### src/rtl/data_eeprom_register_controller_unit_defines.svh
// Assertion macros for the data EEPROM register controller.
`ifndef DATA_EEPROM_REGISTER_CONTROLLER_UNIT_DEFINES_SVH
`define DATA_EEPROM_REGISTER_CONTROLLER_UNIT_DEFINES_SVH

`ifndef ASSERT_OFF
`define ASSERT_IMPLIES(label, clk, rst, ante, cons) \
   label: assert property (@(posedge clk) disable iff (rst) (ante) |-> (cons)) \
      else $error("assertion failed");
`define ASSERT_NEXT(label, clk, rst, ante, cons) \
   label: assert property (@(posedge clk) disable iff (rst) (ante) |=> (cons)) \
      else $error("assertion failed");
`else
`define ASSERT_IMPLIES(label, clk, rst, ante, cons)
`define ASSERT_NEXT(label, clk, rst, ante, cons)
`endif

`endif

### src/rtl/deerc_pkg.sv
`timescale 1ns / 1ps

package deerc_pkg;

   localparam int ARRAY_DEPTH_DEF = 256;
   localparam int DURATION_W      = 16;
   localparam logic [DURATION_W-1:0] DURATION_RESET = 16'd4;
   localparam int CSR_DATA_W      = 32;
   localparam int CSR_ADDR_W      = 3;
   localparam logic CSR_IDX_DURATION = 1'b0;

   localparam logic [1:0] ACT_TICK  = 2'd0;
   localparam logic [1:0] ACT_READ  = 2'd1;
   localparam logic [1:0] ACT_WRITE = 2'd2;
   localparam logic [1:0] ACT_ABORT = 2'd3;

   localparam logic [2:0] SEL_ADDR   = 3'd0;
   localparam logic [2:0] SEL_DATA   = 3'd1;
   localparam logic [2:0] SEL_CTRL   = 3'd2;
   localparam logic [2:0] SEL_UNLOCK = 3'd3;
   localparam logic [2:0] SEL_DONE   = 3'd4;

   localparam logic [7:0] UNLOCK_KEY1 = 8'h55;
   localparam logic [7:0] UNLOCK_KEY2 = 8'hAA;

   localparam logic [1:0] STAGE_IDLE  = 2'd0;
   localparam logic [1:0] STAGE_FIRST = 2'd1;
   localparam logic [1:0] STAGE_ARMED = 2'd2;

   typedef struct packed {
      logic [1:0] action;
      logic [2:0] register_select;
      logic [7:0] bus_write_data;
   } req_type;

   typedef struct packed {
      logic [7:0] read_data;
      logic       write_busy;
      logic       done_flag;
   } rsp_type;

   typedef struct packed {
      logic accept;
      logic mem_load;
   } cmd_type;

   typedef struct packed {
      logic load_req;
   } status_type;

   typedef enum logic [0:0] {
      ST_IDLE,
      ST_LOAD
   } ctrl_state_type;

endpackage

### src/rtl/data_eeprom_register_controller_unit.sv
// Data EEPROM register controller: a byte array behind address, data, control, unlock and
// done-flag registers, driven by one bus transaction per item (tick, read, write, abort).
// Every transaction yields one response from an output register. A control write that fires
// the read strobe blocks the next transaction while the data register is loaded in the
// following cycle, since the cell array is a RAM with a registered read port. Otherwise a new
// transaction is taken when the output register is empty or being drained. Erased cells read
// 0xFF through per-cell valid flags cleared by reset, so no clearing pass is needed. The
// write duration register sits at byte addresses 0 to 3 of the configuration port.
`timescale 1ns / 1ps
`include "data_eeprom_register_controller_unit_defines.svh"

module data_eeprom_register_controller_unit #(
   parameter int ARRAY_DEPTH = deerc_pkg::ARRAY_DEPTH_DEF
) (
   input  logic                              clock,
   input  logic                              reset,
   input  logic                              req_valid,
   output logic                              req_stall,
   input  deerc_pkg::req_type                req_data,
   output logic                              rsp_valid,
   input  logic                              rsp_stall,
   output deerc_pkg::rsp_type                rsp_data,
   input  logic                              psel,
   input  logic                              penable,
   input  logic                              pwrite,
   input  logic [deerc_pkg::CSR_ADDR_W-1:0]  paddr,
   input  logic [deerc_pkg::CSR_DATA_W-1:0]  pwdata,
   output logic [deerc_pkg::CSR_DATA_W-1:0]  prdata,
   output logic                              pready
);

   logic [deerc_pkg::DURATION_W-1:0] write_duration;
   deerc_pkg::cmd_type               ctrl_cmd;
   deerc_pkg::status_type            dp_status;

   deerc_csr u_csr (
      .clock          (clock),
      .reset          (reset),
      .psel           (psel),
      .penable        (penable),
      .pwrite         (pwrite),
      .paddr          (paddr),
      .pwdata         (pwdata),
      .prdata         (prdata),
      .pready         (pready),
      .write_duration (write_duration)
   );

   deerc_ctrl u_ctrl (
      .clock     (clock),
      .reset     (reset),
      .req_valid (req_valid),
      .req_stall (req_stall),
      .rsp_valid (rsp_valid),
      .rsp_stall (rsp_stall),
      .status    (dp_status),
      .cmd       (ctrl_cmd)
   );

   deerc_dpath #(
      .ARRAY_DEPTH (ARRAY_DEPTH)
   ) u_dpath (
      .clock          (clock),
      .reset          (reset),
      .cmd            (ctrl_cmd),
      .status         (dp_status),
      .req_data       (req_data),
      .write_duration (write_duration),
      .rsp_data       (rsp_data)
   );

   `ASSERT_NEXT(a_load_follows_strobe, clock, reset, ctrl_cmd.accept && dp_status.load_req, ctrl_cmd.mem_load)
   `ASSERT_IMPLIES(a_load_blocks_input, clock, reset, ctrl_cmd.mem_load, req_stall && rsp_valid)
   `ASSERT_IMPLIES(a_rsp_from_accept, clock, reset, $rose(rsp_valid), $past(ctrl_cmd.accept))

endmodule

### src/rtl/deerc_ram.sv
`timescale 1ns / 1ps

module deerc_ram #(
   parameter int WIDTH = 8,
   parameter int DEPTH = 256,
   localparam int AW = (DEPTH > 1) ? $clog2(DEPTH) : 1
) (
   input  logic             clock,
   input  logic             we,
   input  logic [AW-1:0]    waddr,
   input  logic [WIDTH-1:0] wdata,
   input  logic             re,
   input  logic [AW-1:0]    raddr,
   output logic [WIDTH-1:0] rdata
);

   logic [WIDTH-1:0] mem_ff [DEPTH];
   logic [WIDTH-1:0] rdata_ff;

   always_ff @(posedge clock) begin
      if (we) begin
         mem_ff[waddr] <= wdata;
      end
      if (re) begin
         rdata_ff <= mem_ff[raddr];
      end
   end

   assign rdata = rdata_ff;

endmodule

### src/rtl/deerc_csr.sv
`timescale 1ns / 1ps

module deerc_csr (
   input  logic                                   clock,
   input  logic                                   reset,
   input  logic                                   psel,
   input  logic                                   penable,
   input  logic                                   pwrite,
   input  logic [deerc_pkg::CSR_ADDR_W-1:0]       paddr,
   input  logic [deerc_pkg::CSR_DATA_W-1:0]       pwdata,
   output logic [deerc_pkg::CSR_DATA_W-1:0]       prdata,
   output logic                                   pready,
   output logic [deerc_pkg::DURATION_W-1:0]       write_duration
);

   logic [deerc_pkg::DURATION_W-1:0] duration_ff;
   logic [deerc_pkg::DURATION_W-1:0] duration_in;
   logic                             sel_duration;

   assign sel_duration = (paddr[deerc_pkg::CSR_ADDR_W-1] == deerc_pkg::CSR_IDX_DURATION);

   always_comb begin
      duration_in = duration_ff;
      if (psel && penable && pwrite && sel_duration) begin
         duration_in = pwdata[deerc_pkg::DURATION_W-1:0];
      end
   end

   always_ff @(posedge clock) begin
      if (reset) begin
         duration_ff <= deerc_pkg::DURATION_RESET;
      end else begin
         duration_ff <= duration_in;
      end
   end

   assign prdata = sel_duration
      ? {{(deerc_pkg::CSR_DATA_W - deerc_pkg::DURATION_W){1'b0}}, duration_ff}
      : '0;
   assign pready = 1'b1;
   assign write_duration = duration_ff;

endmodule

### src/rtl/deerc_ctrl.sv
`timescale 1ns / 1ps

module deerc_ctrl (
   input  logic                    clock,
   input  logic                    reset,
   input  logic                    req_valid,
   output logic                    req_stall,
   output logic                    rsp_valid,
   input  logic                    rsp_stall,
   input  deerc_pkg::status_type   status,
   output deerc_pkg::cmd_type      cmd
);

   deerc_pkg::ctrl_state_type state_ff;
   deerc_pkg::ctrl_state_type state_in;
   logic                      rsp_valid_ff;
   logic                      rsp_valid_in;
   logic                      can_take;

   always_comb begin
      state_in     = state_ff;
      can_take     = 1'b0;
      cmd.accept   = 1'b0;
      cmd.mem_load = 1'b0;
      case (state_ff)
         deerc_pkg::ST_IDLE: begin
            can_take   = !rsp_valid_ff || !rsp_stall;
            cmd.accept = req_valid && can_take;
            if (cmd.accept && status.load_req) begin
               state_in = deerc_pkg::ST_LOAD;
            end
         end
         deerc_pkg::ST_LOAD: begin
            cmd.mem_load = 1'b1;
            state_in     = deerc_pkg::ST_IDLE;
         end
         default: begin
            state_in = deerc_pkg::ST_IDLE;
         end
      endcase

      if (cmd.accept) begin
         rsp_valid_in = 1'b1;
      end else if (!rsp_stall) begin
         rsp_valid_in = 1'b0;
      end else begin
         rsp_valid_in = rsp_valid_ff;
      end
   end

   always_ff @(posedge clock) begin
      if (reset) begin
         state_ff     <= deerc_pkg::ST_IDLE;
         rsp_valid_ff <= 1'b0;
      end else begin
         state_ff     <= state_in;
         rsp_valid_ff <= rsp_valid_in;
      end
   end

   assign req_stall = !can_take;
   assign rsp_valid = rsp_valid_ff;

endmodule

### src/rtl/deerc_dpath.sv
`timescale 1ns / 1ps

module deerc_dpath #(
   parameter int ARRAY_DEPTH = deerc_pkg::ARRAY_DEPTH_DEF
) (
   input  logic                               clock,
   input  logic                               reset,
   input  deerc_pkg::cmd_type                 cmd,
   output deerc_pkg::status_type              status,
   input  deerc_pkg::req_type                 req_data,
   input  logic [deerc_pkg::DURATION_W-1:0]   write_duration,
   output deerc_pkg::rsp_type                 rsp_data
);

   localparam int IDX_W = (ARRAY_DEPTH > 1) ? $clog2(ARRAY_DEPTH) : 1;
   localparam logic [8:0] ADDR_LIMIT = 9'(ARRAY_DEPTH);
   localparam int CTL_RD    = 0;
   localparam int CTL_WR    = 1;
   localparam int CTL_WREN  = 2;
   localparam int CTL_WRERR = 3;

   logic [7:0]                     address_ff, address_in;
   logic [7:0]                     data_ff, data_in;
   logic [1:0]                     space_ff, space_in;
   logic                           wr_en_ff, wr_en_in;
   logic                           active_ff, active_in;
   logic                           error_ff, error_in;
   logic [1:0]                     stage_ff, stage_in;
   logic                           done_ff, done_in;
   logic [deerc_pkg::DURATION_W-1:0] count_ff, count_in;
   logic [7:0]                     pend_addr_ff, pend_addr_in;
   logic [7:0]                     pend_byte_ff, pend_byte_in;
   logic [ARRAY_DEPTH-1:0]         cell_valid_ff, cell_valid_in;
   logic                           hit_ff, hit_in;
   logic                           start_load_ff, start_load_in;
   deerc_pkg::rsp_type             rsp_ff, rsp_in;

   logic [7:0]       wbyte;
   logic             is_ctl_wr;
   logic             start_ok;
   logic             addr_ok;
   logic             pend_ok;
   logic [IDX_W-1:0] addr_idx;
   logic [IDX_W-1:0] pend_idx;
   logic [7:0]       rd;
   logic [7:0]       load_byte;
   logic             ram_we;
   logic             ram_re;
   logic [7:0]       ram_rdata;

   assign wbyte     = req_data.bus_write_data;
   assign addr_idx  = address_ff[IDX_W-1:0];
   assign pend_idx  = pend_addr_ff[IDX_W-1:0];
   assign addr_ok   = {1'b0, address_ff} < ADDR_LIMIT;
   assign pend_ok   = {1'b0, pend_addr_ff} < ADDR_LIMIT;
   assign is_ctl_wr = (req_data.action == deerc_pkg::ACT_WRITE)
                   && (req_data.register_select == deerc_pkg::SEL_CTRL);
   assign status.load_req = is_ctl_wr && wbyte[CTL_RD] && (wbyte[7:6] == 2'b00);
   assign start_ok  = is_ctl_wr && wbyte[CTL_WR] && (wbyte[7:6] == 2'b00) && wr_en_ff
                   && (stage_ff == deerc_pkg::STAGE_ARMED) && !active_ff;
   assign load_byte = hit_ff ? ram_rdata : 8'hFF;

   always_comb begin
      address_in    = address_ff;
      data_in       = data_ff;
      space_in      = space_ff;
      wr_en_in      = wr_en_ff;
      active_in     = active_ff;
      error_in      = error_ff;
      stage_in      = stage_ff;
      done_in       = done_ff;
      count_in      = count_ff;
      pend_addr_in  = pend_addr_ff;
      pend_byte_in  = pend_byte_ff;
      cell_valid_in = cell_valid_ff;
      start_load_in = start_load_ff;
      hit_in        = hit_ff;
      rd            = 8'h00;
      ram_we        = 1'b0;
      ram_re        = 1'b0;

      if (cmd.accept) begin
         start_load_in = start_ok;
         case (req_data.action)
            deerc_pkg::ACT_TICK: begin
               if (active_ff) begin
                  if (count_ff > 16'd1) begin
                     count_in = count_ff - 16'd1;
                  end else begin
                     count_in  = '0;
                     active_in = 1'b0;
                     done_in   = 1'b1;
                     if (pend_ok) begin
                        ram_we                  = 1'b1;
                        cell_valid_in[pend_idx] = 1'b1;
                     end
                  end
               end
            end
            deerc_pkg::ACT_READ: begin
               case (req_data.register_select)
                  deerc_pkg::SEL_ADDR: rd = address_ff;
                  deerc_pkg::SEL_DATA: rd = data_ff;
                  deerc_pkg::SEL_CTRL: rd = {space_ff, 2'b00, error_ff, wr_en_ff, active_ff, 1'b0};
                  deerc_pkg::SEL_DONE: rd = {7'd0, done_ff};
                  default:             rd = 8'h00;
               endcase
               stage_in = deerc_pkg::STAGE_IDLE;
            end
            deerc_pkg::ACT_WRITE: begin
               stage_in = deerc_pkg::STAGE_IDLE;
               case (req_data.register_select)
                  deerc_pkg::SEL_UNLOCK: begin
                     if (wbyte == deerc_pkg::UNLOCK_KEY1) begin
                        stage_in = deerc_pkg::STAGE_FIRST;
                     end else if (wbyte == deerc_pkg::UNLOCK_KEY2
                                  && stage_ff == deerc_pkg::STAGE_FIRST) begin
                        stage_in = deerc_pkg::STAGE_ARMED;
                     end
                  end
                  deerc_pkg::SEL_ADDR: address_in = wbyte;
                  deerc_pkg::SEL_DATA: data_in = wbyte;
                  deerc_pkg::SEL_CTRL: begin
                     space_in = wbyte[7:6];
                     error_in = wbyte[CTL_WRERR];
                     wr_en_in = wbyte[CTL_WREN];
                     if (status.load_req) begin
                        ram_re = 1'b1;
                        hit_in = addr_ok && cell_valid_ff[addr_idx];
                     end
                     if (start_ok) begin
                        active_in    = 1'b1;
                        pend_addr_in = address_ff;
                        pend_byte_in = data_ff;
                        count_in     = (write_duration == '0) ? 16'd1 : write_duration;
                     end
                  end
                  deerc_pkg::SEL_DONE: done_in = wbyte[0];
                  default: begin
                  end
               endcase
            end
            deerc_pkg::ACT_ABORT: begin
               if (active_ff) begin
                  active_in = 1'b0;
                  count_in  = '0;
                  error_in  = 1'b1;
               end
               stage_in = deerc_pkg::STAGE_IDLE;
            end
            default: begin
            end
         endcase
      end

      // read strobe data lands in the cycle after the transaction
      if (cmd.mem_load) begin
         data_in = load_byte;
         if (start_load_ff) begin
            pend_byte_in = load_byte;
         end
      end

      rsp_in.read_data  = rd;
      rsp_in.write_busy = active_in;
      rsp_in.done_flag  = done_in;
   end

   always_ff @(posedge clock) begin
      if (reset) begin
         address_ff    <= '0;
         data_ff       <= '0;
         space_ff      <= '0;
         wr_en_ff      <= 1'b0;
         active_ff     <= 1'b0;
         error_ff      <= 1'b0;
         stage_ff      <= deerc_pkg::STAGE_IDLE;
         done_ff       <= 1'b0;
         count_ff      <= '0;
         pend_addr_ff  <= '0;
         pend_byte_ff  <= '0;
         cell_valid_ff <= '0;
         start_load_ff <= 1'b0;
      end else begin
         address_ff    <= address_in;
         data_ff       <= data_in;
         space_ff      <= space_in;
         wr_en_ff      <= wr_en_in;
         active_ff     <= active_in;
         error_ff      <= error_in;
         stage_ff      <= stage_in;
         done_ff       <= done_in;
         count_ff      <= count_in;
         pend_addr_ff  <= pend_addr_in;
         pend_byte_ff  <= pend_byte_in;
         cell_valid_ff <= cell_valid_in;
         start_load_ff <= start_load_in;
      end
   end

   always_ff @(posedge clock) begin
      hit_ff <= hit_in;
      if (cmd.accept) begin
         rsp_ff <= rsp_in;
      end
   end

   deerc_ram #(
      .WIDTH (8),
      .DEPTH (ARRAY_DEPTH)
   ) u_cells (
      .clock (clock),
      .we    (ram_we),
      .waddr (pend_idx),
      .wdata (pend_byte_ff),
      .re    (ram_re),
      .raddr (addr_idx),
      .rdata (ram_rdata)
   );

   assign rsp_data = rsp_ff;

endmodule
### config.mk
export PLATFORM = sky130hd
export DESIGN_NAME = data_eeprom_register_controller_unit
export DESIGN_NICKNAME = d
export VERILOG_FILES = /design/src/rtl/deerc_pkg.sv /design/src/rtl/data_eeprom_register_controller_unit.sv /design/src/rtl/deerc_ram.sv /design/src/rtl/deerc_csr.sv /design/src/rtl/deerc_ctrl.sv /design/src/rtl/deerc_dpath.sv
export VERILOG_INCLUDE_DIRS = /design/src /design/src/rtl
export SDC_FILE = /design/constraint.sdc
export NUM_CORES = 2
export LEC_CHECK = 0
export BUFFER_PORTS_ARGS = -buffer_cell sky130_fd_sc_hd__buf_2
export CORE_MARGIN = 3
export CORE_UTILIZATION = 40
export DETAILED_ROUTE_END_ITERATION = 6
export PLACE_DENSITY = 0.67
export SYNTH_ARGS = -nofsm -noshare
export SYNTH_HDL_FRONTEND = slang
export SYNTH_SLANG_ARGS = --single-unit
### constraint.sdc
create_clock -name clock -period 11.9 [get_ports clock]
set_input_delay 2.38 -clock clock [delete_from_list [all_inputs] [get_ports clock]]
set_output_delay 2.38 -clock clock [all_outputs]
set_load 0.05 [all_outputs]
==> out/qor.yml <==
status:
  status: "finished clean"
floorplan:
  start_util_pct: 40.40
  chipHeight_um: 492.0
  die-area_um2: 242100
  num_rows: 177
  core_area_um2: 233900
  fp.dieW_um: 492.0
  io_pins: 100
clock_network:
  numCtsBuffers: 227
  cts_setup_buffers: 0
  path_clk_slew_ns: 0.06
  clk_latency_ns: 0.87
  cts_tree: "built"
  cts_root_buf: "clkbuf_16"
  cts_num_sinks: 2398
  max-clock-path-buffers: 3
  cts.repair.resized: 0
  cts_hold_buf: 0
  h-tree-depth: 4
worst_setup_path:
  crit_path_start_kind: "primary input"
  crit_chain: "buf_2 > a21oi_1 > inv_1 > buf_2"
  worst_path_most_repeated_cell: "buf_2"
  endpoint_kind: "output pin"
  cp_data_arrival_time_ns: 3.08
  crit_family: "buffers and inverters"
  critPathBufInv: 3
  path_max_fanout: 4
  critPathSlowestCell: "a21oi_1"
  worst-r2r-setup-slack_ns: 6.44
  cp.required_ns: 9.52
  critPathLaunch: "rsp_stall"
  critPathKind: "primary input to output pin"
  max_stage_delay_ns: 0.31
  crit-reg2reg-launch: "u_dpath.addr_idx[0]$_SDFFE_PP0P_"
timing:
  fin_skew_ns: 0.04569
  clock.fmax_mhz: 183.1
  worstMarginPinSlew_ns: 1.319
  setup_violations: 0
  tns_ns: 0
  grt_setup_unrepaired: "false"
  min_period_ns: 5.462
  fin_hold_ws_ns: 0.4649
  hold_viol_final: 0
  timing.slew.headroom_pct: 11.62
  slew_violations: 0
  finalCritPeriodShare_pct: 45.90
yosys:
  synth_simple_gate_area_share_pct: 5.029
  synth-seq-area-share_pct: 72.70
  synth-async-reset-ratio_pct: 0
  syn_inst: 5449
  ys_seq_elements: 2398
  synth_area_leader_cell: "edfxtp_1"
  synth_top_cells_by_count: "2067 x edfxtp_1, 630 x nor2_1, 464 x mux4_2"
  synth_most_common_cell: "edfxtp_1"
  synthAdderAreaFrac_pct: 0.02648
  avgSynthCellArea_um2: 17.34
  synth_compound_area_share_pct: 5.622
  synthXorXnorAreaFrac_pct: 0.009269
  synthTopCellsByArea: "edfxtp_1 66%, mux4_2 11%, dfxtp_1 7.0%"
  synth_area_um2: 94490
  synth_top_family_by_area: "multiplexers"
  yosysWarnings: 0
  synthMuxAreaShare_pct: 14.39
  synth_edf_count: 2067
  ys_types: 77
  synth_top_area_share_pct: 65.69
  synth_ff_type: "edfxtp_1"
global_route:
  grt_pass1_vias: 50110
  antenna_found_initial: 5
  grt_max_degree: 249
  grt_pass1_wl_mm: 343.6
  grt_use_total_pct: 18.91
  grt_overflow_total: 0
drt:
  antenna_left: 0
  dr.pass1.iters: 6
  drc: 0
  wl_per_cell_um: 26.63
  first_iter_violations: 6335
  vias: 51480
  wl_mm: 234.1
  viasPerCell: 5.856
cells_and_area:
  drive_gt1_share_pct: 18.29
  finish.net_count: 5526
  syn_to_final_growth_pct: 11.06
power_and_ir_drop:
  power_uw: 16080
  powerDensity_nw_per_um2: 153.2
  p_leak_uw: 0.03179
  ir_worst_vdd_v: 0.0001720
placed_design:
  place.gp.congestion: 0.8671
  hpwlAfterDp_mm: 136.5
  io_buffers: 64
worst_hold_path:
  hold_start: "u_dpath.cell_valid_ff[38]$_SDFFE_PP0P_"
  min_path_type: "register to register"
run:
  maxCapViolations: 0
## state kept, by name (all words and copies together) (netlist names), 8 cells and up
signal / cells
u_dpath.rsp_data: 10
u_dpath.pend_addr_ff: 8
u_dpath.u_cells.mem_ff: 2048
u_dpath.cell_valid_ff: 256
u_dpath.count_ff: 16
u_dpath.addr_idx: 8
u_dpath.pend_byte_ff: 8
u_csr.write_duration: 16
u_dpath.data_ff: 8
u_dpath.u_cells.rdata: 8
## stage by stage
stage | util, % | area, um2 | setup slack, ns | cells
2_1_floorplan | - | 94550 | 6.243 | 5464
3_3_place_gp | 41.83 | 97820 | 6.055 | 8372
3_5_place_dp | 41.83 | 97820 | 5.961 | 8372
4_1_cts | 44.87 | 104900 | 6.446 | 8790
5_1_grt | 44.87 | 104900 | 6.133 | 8790
6_report | 44.87 | 104900 | 6.438 | 8791
## placed cells by master, fill, tap and decap left out, drive strengths merged, types with 13 or more instances in the layout
cell type     n
edfxtp     2067
nor2        630
mux4        464
a21oi       386
dfxtp       331
clkbuf      309
mux2i       272
buf         166
nand2       108
clkinv       87
o221ai       84
nor3         71
o21ai        66
o22ai        64
a22oi        52
a211oi       50
mux2         38
nor2b        37
nor4         36
nand3        32
a221oi       23
inv          19
conb         17
nand3b       16
o31ai        16
nand2b       15
and3         13
## power breakdown
part	internal [uW]	switching, uW	leakage (uW)
Clock	3830	3110	0.00345
Combinational	42.0	100	0.00651
Sequential	8990	5.07	0.0218
Total	12900	3210	0.0318
## per-layer routing
layer | GRT usage, % | vias up | routed length, um
li1 | - | 21770 | -
met1 | 26.61 | 26860 | 95650
met2 | 30.00 | 2472 | 111300
met3 | 3.441 | 382 | 20110
met4 | 5.897 | 0 | 7048
met5 | 0 | - | 0
## area by class of cell
class	instances	area (um2)
diodes	1	2.502
clock buffers	309	6131
well taps	3132	3919
inverters	15	57.56
multi-input cells	2661	23860
clock inverters	109	997.2
fillers	19810	128900
repair buffers	166	1234
flip-flops and latches	2398	68750
## logic make-up (layout without fill, tap and decap cells)
logic type / after synthesis / after routing
adder cells (fa/ha/maj): 2 / 2
other: 2 / 18
multiplexers: 774 / 774
flip-flops: 2398 / 2398
AO/OA/AOI/OAI: 838 / 838
AND/OR/NAND/NOR: 1029 / 1029
buffers and inverters: 405 / 599
XOR/XNOR: 1 / 1
## worst reg2reg max path: cells and delay by family, from the launching register on
| kind | cells | cell delay (ns) |
|---|---|---|
| compound gates | 3 | 1.52 |
| buf+inv | 2 | 1.41 |
| flops | 1 | 0.72 |
| mux | 1 | 0.40 |
| simple gates | 2 | 1.04 |
## worst paths after layout
kind	to	cells past startpoint
worst min-delay path	u_dpath.cell_valid_ff[38]$_SDFFE_PP0P_	2
worst min register to register	u_dpath.cell_valid_ff[38]$_SDFFE_PP0P_	2
worst max-delay path	req_stall	4
worst max register to register	u_dpath.u_cells.rdata[3]$_DFFE_PP_	8
No activity file was read; power rests on OpenSTA's default activity.
